**src/design/isort_pkg.sv**
```systemverilog
`default_nettype none
// ---------------------------------------------------------------------------
// isort_pkg: shared definitions for the insertion sorter
// Field widths used by the channel interfaces and the core.
// ---------------------------------------------------------------------------
package isort_pkg;

    localparam int VALUE_W = 31;

    typedef logic [VALUE_W-1:0] value_t;

endpackage
`default_nettype wire

```
**src/design/isort_if.sv**
```systemverilog
`default_nettype none
// ---------------------------------------------------------------------------
// isort_if: valid/ready channels of the insertion sorter
// Input channel carries one element; output channel carries one sorted result.
// ---------------------------------------------------------------------------
interface isort_in_if;
    import isort_pkg::*;

    logic   valid;
    logic   ready;
    value_t in_value;
    logic   in_last;

    modport source (output valid, output in_value, output in_last, input ready);
    modport sink   (input valid, input in_value, input in_last, output ready);
endinterface

interface isort_out_if;
    import isort_pkg::*;

    logic   valid;
    logic   ready;
    value_t out_value;
    logic   out_last;
    logic   out_overflow;

    modport source (output valid, output out_value, output out_last,
                    output out_overflow, input ready);
    modport sink   (input valid, input out_value, input out_last,
                    input out_overflow, output ready);
endinterface
`default_nettype wire

```
**src/design/insertion_sorter_core.sv**
```systemverilog
`default_nettype none
// ---------------------------------------------------------------------------
// insertion_sorter_core: insertion sort over a set of 31-bit elements
// Collects a set one element per transaction and emits it in ascending order.
// ---------------------------------------------------------------------------
// Each input transaction carries one element; the element is inserted into a
// single-port store by walking down from the top and moving only strictly
// greater entries up one place, so equal elements keep arrival order. An
// insertion consists of the accept, then for each entry examined a store
// read followed by a compare and move, and finally the write of the new
// element; the walk stops on an entry that is not greater or at entry zero.
// An element dropped by a full store is accepted without a walk. The
// read-compare-write loop on the one store port sets the insertion time;
// in_ch.ready is low during the walk.
// When the element marked last has been inserted or dropped, the set is read
// back one entry at a time, by a store read and then a load into the output
// register, and the read waits for a free output register if the sink stalls,
// with out_last on the final result and out_overflow on every result of a set
// from which elements were dropped because the store held MAX_ITEMS already.
// After the final result is loaded the core takes input again while that
// result still waits in the output register. No clearing pass is needed after
// reset: only entries below the fill count are ever read.
// ---------------------------------------------------------------------------
module insertion_sorter_core #(
    parameter int MAX_ITEMS = 64
) (
    input  wire          clk,
    input  wire          rst_n,
    isort_in_if.sink     in_ch,
    isort_out_if.source  out_ch
);
    import isort_pkg::*;

    localparam int ADDR_W = (MAX_ITEMS > 1) ? $clog2(MAX_ITEMS) : 1;
    localparam int CNT_W  = $clog2(MAX_ITEMS + 1);

    // sequencer codes
    localparam logic [2:0] ST_IDLE    = 3'd0;
    localparam logic [2:0] ST_READ    = 3'd1;  // issue read of entry below pos
    localparam logic [2:0] ST_CMP     = 3'd2;  // compare, move entry up
    localparam logic [2:0] ST_PLACE   = 3'd3;  // write new element at pos
    localparam logic [2:0] ST_EMIT_RD = 3'd4;  // read entry k for output
    localparam logic [2:0] ST_EMIT_LD = 3'd5;  // load output register

    logic [2:0]        state_reg, state_next;
    logic [CNT_W-1:0]  fill_reg, fill_next;
    logic              ovf_reg, ovf_next;
    logic [ADDR_W-1:0] pos_reg, pos_next;
    logic [ADDR_W-1:0] emit_reg, emit_next;
    value_t            val_reg, val_next;
    logic              last_reg, last_next;

    logic              out_valid_reg, out_valid_next;
    value_t            out_value_reg, out_value_next;
    logic              out_last_reg, out_last_next;
    logic              out_ovf_reg, out_ovf_next;

    // store
    value_t            mem [MAX_ITEMS];
    value_t            rd_data_reg;
    logic              mem_we;
    logic [ADDR_W-1:0] mem_waddr;
    value_t            mem_wdata;
    logic              mem_re;
    logic [ADDR_W-1:0] mem_raddr;

    logic              in_fire;
    logic              out_free;
    logic              store_full;
    logic              emit_final;

    assign in_ch.ready = (state_reg == ST_IDLE);
    assign in_fire     = in_ch.valid && in_ch.ready;
    assign out_free    = !out_valid_reg || out_ch.ready;
    assign store_full  = (fill_reg == CNT_W'(MAX_ITEMS));
    assign emit_final  = ((CNT_W'(emit_reg) + CNT_W'(1)) == fill_reg);

    assign out_ch.valid        = out_valid_reg;
    assign out_ch.out_value    = out_value_reg;
    assign out_ch.out_last     = out_last_reg;
    assign out_ch.out_overflow = out_ovf_reg;

    always_ff @(posedge clk)
    begin
        if (mem_we)
        begin
            mem[mem_waddr] <= mem_wdata;
        end
        if (mem_re)
        begin
            rd_data_reg <= mem[mem_raddr];
        end
    end

    always_comb
    begin
        state_next     = state_reg;
        fill_next      = fill_reg;
        ovf_next       = ovf_reg;
        pos_next       = pos_reg;
        emit_next      = emit_reg;
        val_next       = val_reg;
        last_next      = last_reg;
        out_value_next = out_value_reg;
        out_last_next  = out_last_reg;
        out_ovf_next   = out_ovf_reg;
        out_valid_next = out_valid_reg && !out_ch.ready;
        mem_we         = 1'b0;
        mem_waddr      = pos_reg;
        mem_wdata      = val_reg;
        mem_re         = 1'b0;
        mem_raddr      = pos_reg - ADDR_W'(1);

        unique case (state_reg)
            ST_IDLE:
            begin
                if (in_fire)
                begin
                    val_next  = in_ch.in_value;
                    last_next = in_ch.in_last;
                    emit_next = '0;
                    if (store_full)
                    begin
                        // no room: drop element, still emit on last
                        ovf_next   = 1'b1;
                        state_next = in_ch.in_last ? ST_EMIT_RD : ST_IDLE;
                    end
                    else
                    begin
                        pos_next   = fill_reg[ADDR_W-1:0];
                        state_next = ST_READ;
                    end
                end
            end
            ST_READ:
            begin
                if (pos_reg == '0)
                begin
                    state_next = ST_PLACE;
                end
                else
                begin
                    mem_re     = 1'b1;
                    state_next = ST_CMP;
                end
            end
            ST_CMP:
            begin
                if (rd_data_reg > val_reg)
                begin
                    mem_we     = 1'b1;
                    mem_wdata  = rd_data_reg;
                    pos_next   = pos_reg - ADDR_W'(1);
                    state_next = ST_READ;
                end
                else
                begin
                    state_next = ST_PLACE;
                end
            end
            ST_PLACE:
            begin
                mem_we     = 1'b1;
                fill_next  = fill_reg + CNT_W'(1);
                state_next = last_reg ? ST_EMIT_RD : ST_IDLE;
            end
            ST_EMIT_RD:
            begin
                // read only once the output register is sure to be free
                mem_raddr = emit_reg;
                if (out_free)
                begin
                    mem_re     = 1'b1;
                    state_next = ST_EMIT_LD;
                end
            end
            ST_EMIT_LD:
            begin
                out_valid_next = 1'b1;
                out_value_next = rd_data_reg;
                out_last_next  = emit_final;
                out_ovf_next   = ovf_reg;
                if (emit_final)
                begin
                    fill_next  = '0;
                    ovf_next   = 1'b0;
                    state_next = ST_IDLE;
                end
                else
                begin
                    emit_next  = emit_reg + ADDR_W'(1);
                    state_next = ST_EMIT_RD;
                end
            end
            default:
            begin
                state_next = ST_IDLE;
            end
        endcase
    end

    always_ff @(posedge clk or negedge rst_n)
    begin
        if (!rst_n)
        begin
            state_reg     <= ST_IDLE;
            fill_reg      <= '0;
            ovf_reg       <= 1'b0;
            out_valid_reg <= 1'b0;
        end
        else
        begin
            state_reg     <= state_next;
            fill_reg      <= fill_next;
            ovf_reg       <= ovf_next;
            out_valid_reg <= out_valid_next;
        end
    end

    // payload and walk registers: no reset needed
    always_ff @(posedge clk)
    begin
        pos_reg       <= pos_next;
        emit_reg      <= emit_next;
        val_reg       <= val_next;
        last_reg      <= last_next;
        out_value_reg <= out_value_next;
        out_last_reg  <= out_last_next;
        out_ovf_reg   <= out_ovf_next;
    end

endmodule
`default_nettype wire
```
**src/flat_wrapper.sv**
```systemverilog
// flat-port wrapper written by rule: the top's interface ports become plain ports
module insertion_sorter_core_flat import isort_pkg::*;
#(
    parameter int MAX_ITEMS = 64
)
  (clk, rst_n, in_ch_valid, in_ch_in_value, in_ch_in_last, in_ch_ready, out_ch_valid, out_ch_out_value, out_ch_out_last, out_ch_out_overflow, out_ch_ready);
  isort_in_if in_ch_i ();
  isort_out_if out_ch_i ();
  input  wire clk;
  input  wire rst_n;
  input wire logic [$bits(in_ch_i.valid)-1:0] in_ch_valid;
  input wire logic [$bits(in_ch_i.in_value)-1:0] in_ch_in_value;
  input wire logic [$bits(in_ch_i.in_last)-1:0] in_ch_in_last;
  output wire logic [$bits(in_ch_i.ready)-1:0] in_ch_ready;
  output wire logic [$bits(out_ch_i.valid)-1:0] out_ch_valid;
  output wire logic [$bits(out_ch_i.out_value)-1:0] out_ch_out_value;
  output wire logic [$bits(out_ch_i.out_last)-1:0] out_ch_out_last;
  output wire logic [$bits(out_ch_i.out_overflow)-1:0] out_ch_out_overflow;
  input wire logic [$bits(out_ch_i.ready)-1:0] out_ch_ready;
  assign in_ch_i.valid = in_ch_valid;
  assign in_ch_i.in_value = in_ch_in_value;
  assign in_ch_i.in_last = in_ch_in_last;
  assign in_ch_ready = in_ch_i.ready;
  assign out_ch_valid = out_ch_i.valid;
  assign out_ch_out_value = out_ch_i.out_value;
  assign out_ch_out_last = out_ch_i.out_last;
  assign out_ch_out_overflow = out_ch_i.out_overflow;
  assign out_ch_i.ready = out_ch_ready;
  insertion_sorter_core #(.MAX_ITEMS(MAX_ITEMS)) u_core (.clk(clk), .rst_n(rst_n), .in_ch(in_ch_i), .out_ch(out_ch_i));
endmodule
```
**config.mk**
```make
export PLATFORM = sky130hd
export DESIGN_NAME = insertion_sorter_core_flat
export DESIGN_NICKNAME = d
export VERILOG_FILES = /design/src/design/isort_pkg.sv /design/src/design/isort_if.sv /design/src/design/insertion_sorter_core.sv /design/src/flat_wrapper.sv
export SDC_FILE = /design/constraint.sdc
export NUM_CORES = 2
export LEC_CHECK = 0
export ABC_AREA = 1
export BUFFER_PORTS_ARGS = -buffer_cell sky130_fd_sc_hd__buf_2
export CAP_MARGIN = 20
export CELL_PAD_IN_SITES_DETAIL_PLACEMENT = 0
export CELL_PAD_IN_SITES_GLOBAL_PLACEMENT = 1
export CORE_MARGIN = 2
export CORE_UTILIZATION = 51
export DETAILED_ROUTE_END_ITERATION = 7
export HOLD_SLACK_MARGIN = 0.1
export PLACE_DENSITY_LB_ADDON = 0.05
export SLEW_MARGIN = 15
export SYNTH_ARGS = -nofsm -noshare
export SYNTH_HDL_FRONTEND = slang
export SYNTH_SLANG_ARGS = --single-unit
```
**constraint.sdc**
```tcl
create_clock -name clk -period 6 [get_ports clk]
set_input_delay 0.9 -clock clk [delete_from_list [all_inputs] [get_ports clk]]
set_output_delay 0.9 -clock clk [all_outputs]
set_load 0.02 [all_outputs]
```
Word-level counts from Yosys, hierarchy flattened
Memories as Yosys holds them, arrays and structs flattened. A register that Yosys moved wholly into a read port is not among the register bits.
Index checks and enable logic that the tools add are counted.
{"block": "classes", "addsub": 4, "magnitude_cmp": 1, "eq_ne": 14, "muxes": 33, "n_reduce_logical": 16}
{"operator": "$mux 31", "count": 2}
{"operator": "$mux 6", "count": 6}
{"operator": "$gt 31x31->1", "count": 1}
{"operator": "$pmux 6 s2", "count": 2}
{"operator": "$mux 3", "count": 6}
{"operator": "$pmux 3 s6", "count": 1}
{"operator": "$pmux 7 s2", "count": 1}
{"operator": "$mux 1", "count": 10}
{"operator": "$ne 2x2->1 const B", "count": 4}
{"operator": "$reduce_and 4->1", "count": 2}
{"operator": "$add 6x1->7 const B", "count": 1}
{"operator": "$add 7x1->7 const B", "count": 1}
{"operator": "$eq 7x7->1", "count": 1}
{"operator": "$eq 7x7->1 const B", "count": 1}
{"operator": "$mux 7", "count": 1}
{"operator": "$add 6x1->6 const B", "count": 1}
{"operator": "$eq 3x2->1 const B", "count": 2}
{"operator": "$eq 3x3->1 const B", "count": 2}
{"operator": "$logic_not 6->1", "count": 1}
{"operator": "$ne 2x1->1 const B", "count": 3}
{"operator": "$pmux 1 s2", "count": 3}
{"operator": "$reduce_and 2->1", "count": 3}
{"operator": "$reduce_bool 2->1", "count": 3}
{"operator": "$sub 6x1->6 const B", "count": 1}
{"operator": "7 further kinds", "count": 9}
{"block": "totals", "reg_bits": 89, "ramBits": 1984, "out_inout_bits": 35, "n_memories": 1}
{"memory": "u_core.mem", "words": 64, "width": 31, "read_ports": 1, "rd_ports_with_merged_regs": 1, "write_ports": 1, "line": "insertion_sorter_core.sv:59", "rtl": "value_t mem [MAX_ITEMS];"}

Logic depth before layout (Yosys ltp)
{"block": "logic_depth", "depth_word": 5, "mapped_depth": 14}

Worst setup path after synthesis
OpenSTA, ideal clock, no wires.
{"block": "synth_timing", "path_type": "flip-flop to flip-flop", "start": "register u_core.rd_data_reg[14] (read register of u_core.mem)", "end": "memory u_core.mem[0][1] in the netlist's numbering (data pin)", "setup_ns": 0.702, "arrival_ns": 4.244, "required_time_ns": 5.298, "slack_ns": 1.055, "path_stages_with_launch": 13, "path_buffers": 1, "path_cell_list": "edfxtp_1 ha_1 nand2_1 inv_1 nand3_1 nor3_1 o21ai_0 nand2_1 nand2_1 nand2_1 nand3_1 clkbuf_1 o21ai_0"}
{"block": "synth_between", "elab_chain_len": 3}
{"item": "from (decl)", "line": "insertion_sorter_core.sv:60", "rtl": "value_t rd_data_reg;"}
{"item": "$gt 31x31->1", "line": "insertion_sorter_core.sv:149", "rtl": "if (rd_data_reg > val_reg)"}
{"item": "$mux 31", "line": "insertion_sorter_core.sv:149"}
{"item": "$mux 31", "line": "insertion_sorter_core.sv:114", "rtl": "unique case (state_reg)"}
{"item": "named net u_core.mem_wdata[1]", "line": "insertion_sorter_core.sv:63", "rtl": "value_t mem_wdata;"}
{"item": "to (decl)", "line": "insertion_sorter_core.sv:59"}
The timed path passes the listed nets, and every way through them passes these cells.

Worst setup path in the final report
{"block": "layout_timing", "start": "register u_core.rd_data_reg[14] (read register of u_core.mem)", "end": "memory u_core.mem[34][7] in the netlist's numbering (data pin)"}
Same word-level chain as after synthesis.

==> results.py <==
metrics = {
    "status": {
        "outcome": "finished clean",
    },
    "global_routing": {
        "grt_pass1_wl_um": 416000,
        "overflow": 0,
        "grt_pass1_vias": 59400,
        "grt_max_degree": 134,
        "track_usage_pct": 31.0,
        "grt_antenna_before_repair": 13,
    },
    "worst_setup_path": {
        "cp.arrival_ns": 5.11,
        "worstSetupPathType": "flop to flop",
        "critPathBufInv": 3,
        "crit_family": "simple AND/OR/NAND/NOR gates",
        "critPathMaxFanout": 38,
        "worst_path_max_delay_cell": "o21ai_4",
        "cp-start-kind": "flop",
        "cp-end-kind": "flop",
        "critical_path.cell_chain": "ha_1 > nand2_1 > inv_1 > nand3_1 > nor3_1 > o21ai_0 > nand2_1 > nand2_1 > nand2_1 > nand3_4 > buf_12 > o21ai_4 > buf_4",
        "required_ns": 6.59,
        "crit_top_cell": "nand2_1",
        "max_stage_delay_ns": 0.84,
    },
    "drt": {
        "vias": 63500,
        "ant_nets": 0,
        "routedWlPerCell_um": 24.8,
        "drt_iter0_drc": 7205,
        "firstDrtPassIters": 8,
        "viasPerCell": 5.47,
        "route.detailed.drc": 0,
        "routed_wl_um": 288000,
    },
    "clocking": {
        "htree_levels": 4,
        "cts-root-buf": "clkbuf_16",
        "cts_tree": "done",
        "clk_latency_ns": 0.87,
        "clk_path_buf_depth": 3,
        "clkSinkCount": 2104,
        "clk_pin_slew_ns": 0.06,
        "numCtsBuffers": 218,
    },
    "die": {
        "die_x_um": 431,
        "dieHeight_um": 431,
        "pin_count": 71,
        "core_area_um2": 181000,
        "initial_core_util_pct": 51.3,
        "die_area_um2": 185000,
        "rows": 156,
    },
    "worst_hold_path": {
        "hp-class": "primary input to flop",
    },
    "synth": {
        "syn_nets": 9064,
        "synth_area_um2": 92800,
        "yosys_warnings": 0,
        "synth_seq_cells": 2104,
        "yosysSeqAreaShare_pct": 68.0,
        "synth.avg_cell_area_um2": 10.3,
        "synthDistinctLibCells": 34,
        "synthesis.instances": 8993,
    },
    "finish": {
        "regMostFlops": "u_core.mem",
        "area_delta_synth_final_pct": 12.5,
        "drive_gt1_share_pct": 7.67,
        "largest_reg_flops": 1984,
        "final_nets": 9108,
        "final_util_pct": 57.8,
    },
    "job": {
        "timing.max_cap.violations": 0,
    },
    "sta": {
        "period_needed_ns": 4.52,
        "setup_viol": 0,
        "skew_ns": 0.0301,
        "timing.fmax_ghz": 0.221,
        "rsz0062_at_grt": "no",
        "relSlewSlack_pct": 21.8,
        "drv_slew": 0,
        "tns_ns": 0,
        "finalHoldViolations": 0,
        "worst_pin_slew_ns": 1.17,
        "fin_crit_sh_pct": 75.3,
    },
    "placed_design": {
        "place.gp.congestion": 0.883,
        "hpwl_um": 168000,
        "place.port_buffers": 70,
    },
    "pwr": {
        "irDropWorstVdd_mv": 0.776,
        "p_leak_uw": 0.0441,
        "power_density_nw_per_um2": 608,
    },
}
[path summary, 6_finish.rpt]
path                                         from                          to  slack [ns]  cells after the start
max reg2reg                u_core.rd_data_reg[14]           u_core.mem[34][7]        1.48                     13
max in group asynchronous                   rst_n         u_core.out_ch.valid        5.28                      2
max                        u_core.rd_data_reg[14]           u_core.mem[34][7]        1.48                     13
min reg2reg                 u_core.rd_data_reg[0]  u_core.out_ch.out_value[0]        0.45                      0
min                            in_ch_in_value[27]          u_core.val_reg[27]        0.22                      1
min in group asynchronous                   rst_n          u_core.fill_reg[2]        0.47                      2
[layout by cell type, fill, tap and decap left out, drive strengths merged]
cell type	synthesis	final
a21o	1	1
a21oi	81	81
a31oi	1	1
a32oi	1	1
buf	350	295
bufinv	0	12
clkbuf	122	283
clkinv	0	94
clkinvlp	0	4
dfrtp	12	12
diode	0	12
dlygate4sd3	0	1
edfxtp	2092	2092
ha	35	35
inv	1971	1976
nand2	2094	2094
nand3	2102	2102
nand4	7	7
nor2	36	36
nor3	14	14
nor4	3	3
o211ai	1	1
o21ai	56	56
o221ai	1	1
or2	2	2
xnor2	2	2
xor2	9	9
[what timing repair did]
| action | 4_1_cts | 5_1_grt |
|---|---|---|
| buffers inserted | 0 | 0 |
| gates resized for setup | 0 | 0 |
| endpoints found under the setup margin | 0 | 0 |
| endpoints found under the hold margin | 12 | 0 |
| hold buffers | 1 | 0 |
[report_power, final]
| group | total, µW | internal [µW] | switching, µW |
|---|---|---|---|
| clock | 13000 | 7350 | 5650 |
| combinational | 31500 | 7340 | 24200 |
| sequential | 19000 | 18700 | 284 |
[stage by stage]
step / setup WS [ns] / area [µm²] / hold slack, ns / power, µW / instances
after floorplan: 1.05 / 92800 / 0.419 / 36500 / 8993
after global placement: 1.31 / 97100 / 0.437 / 50300 / 11200
after detailed placement: 1.44 / 97600 / 0.438 / 50600 / 11200
after CTS: 1.41 / 104000 / 0.171 / 63500 / 11600
after global routing: 1.33 / 104000 / 0.200 / 66200 / 11600
final: 1.48 / 104000 / 0.221 / 63500 / 11600
[cells in the mapped netlist]
library cell | n | share of area [%]
buf_6 | 3 | 0.036
a31oi_1 | 1 | 0.0067
o221ai_1 | 1 | 0.0094
edfxtp_1 | 2092 | 68
nand2_1 | 2089 | 8.5
buf_2 | 300 | 1.6
nand2_2 | 3 | 0.020
or2_1 | 1 | 0.0067
nand4_1 | 7 | 0.047
o21ai_2 | 3 | 0.028
nand2_4 | 2 | 0.024
inv_2 | 6 | 0.024
o211ai_1 | 1 | 0.0081
a32oi_1 | 1 | 0.0094
o21ai_1 | 3 | 0.016
or2_2 | 1 | 0.0067
nor2_4 | 1 | 0.012
nor3_1 | 14 | 0.076
nor4_1 | 3 | 0.020
buf_1 | 15 | 0.061
inv_4 | 1 | 0.0067
xnor2_1 | 2 | 0.019
buf_4 | 32 | 0.26
nand3_1 | 2101 | 11
a21oi_1 | 81 | 0.44
o21ai_0 | 50 | 0.27
nand3_2 | 1 | 0.011
xor2_1 | 9 | 0.085
clkbuf_1 | 122 | 0.49
inv_1 | 1964 | 7.9
ha_1 | 35 | 0.47
dfrtp_1 | 12 | 0.32
a21o_1 | 1 | 0.0081
nor2_1 | 35 | 0.14
[layer usage]
layer	track usage (%)	routed length, µm
met1	43.4	122000
met2	48.8	133000
met3	4.21	19900
met4	13.2	12600
met5	0	14
[cell type report]
cell class,instances,area (µm²)
timing repair buffer,296,2940
antenna,12,30.0
clock inverter,115,855
clock buffer,283,5870
sequential,2104,63100
inverter,1971,7420
multi-input combinational,4446,21200
tap,2370,2970
fill,15300,76300
[kinds of logic (layout without fill, tap and decap cells)]
| logic type | after synthesis | in the layout | synth area share (%) |
|---|---|---|---|
| DFF | 2104 | 2104 | 68.0 |
| xor gates and xnor gates | 11 | 11 | 0.104 |
| and+or+nand+nor | 4258 | 4258 | 20.2 |
| other | 0 | 12 | 0 |
| AOI/OAI and AO/OA | 142 | 142 | 0.793 |
| adders and majority gates | 35 | 35 | 0.472 |
| buffers and inverters | 2443 | 2665 | 10.4 |
Power figures use the tool's default switching activity.
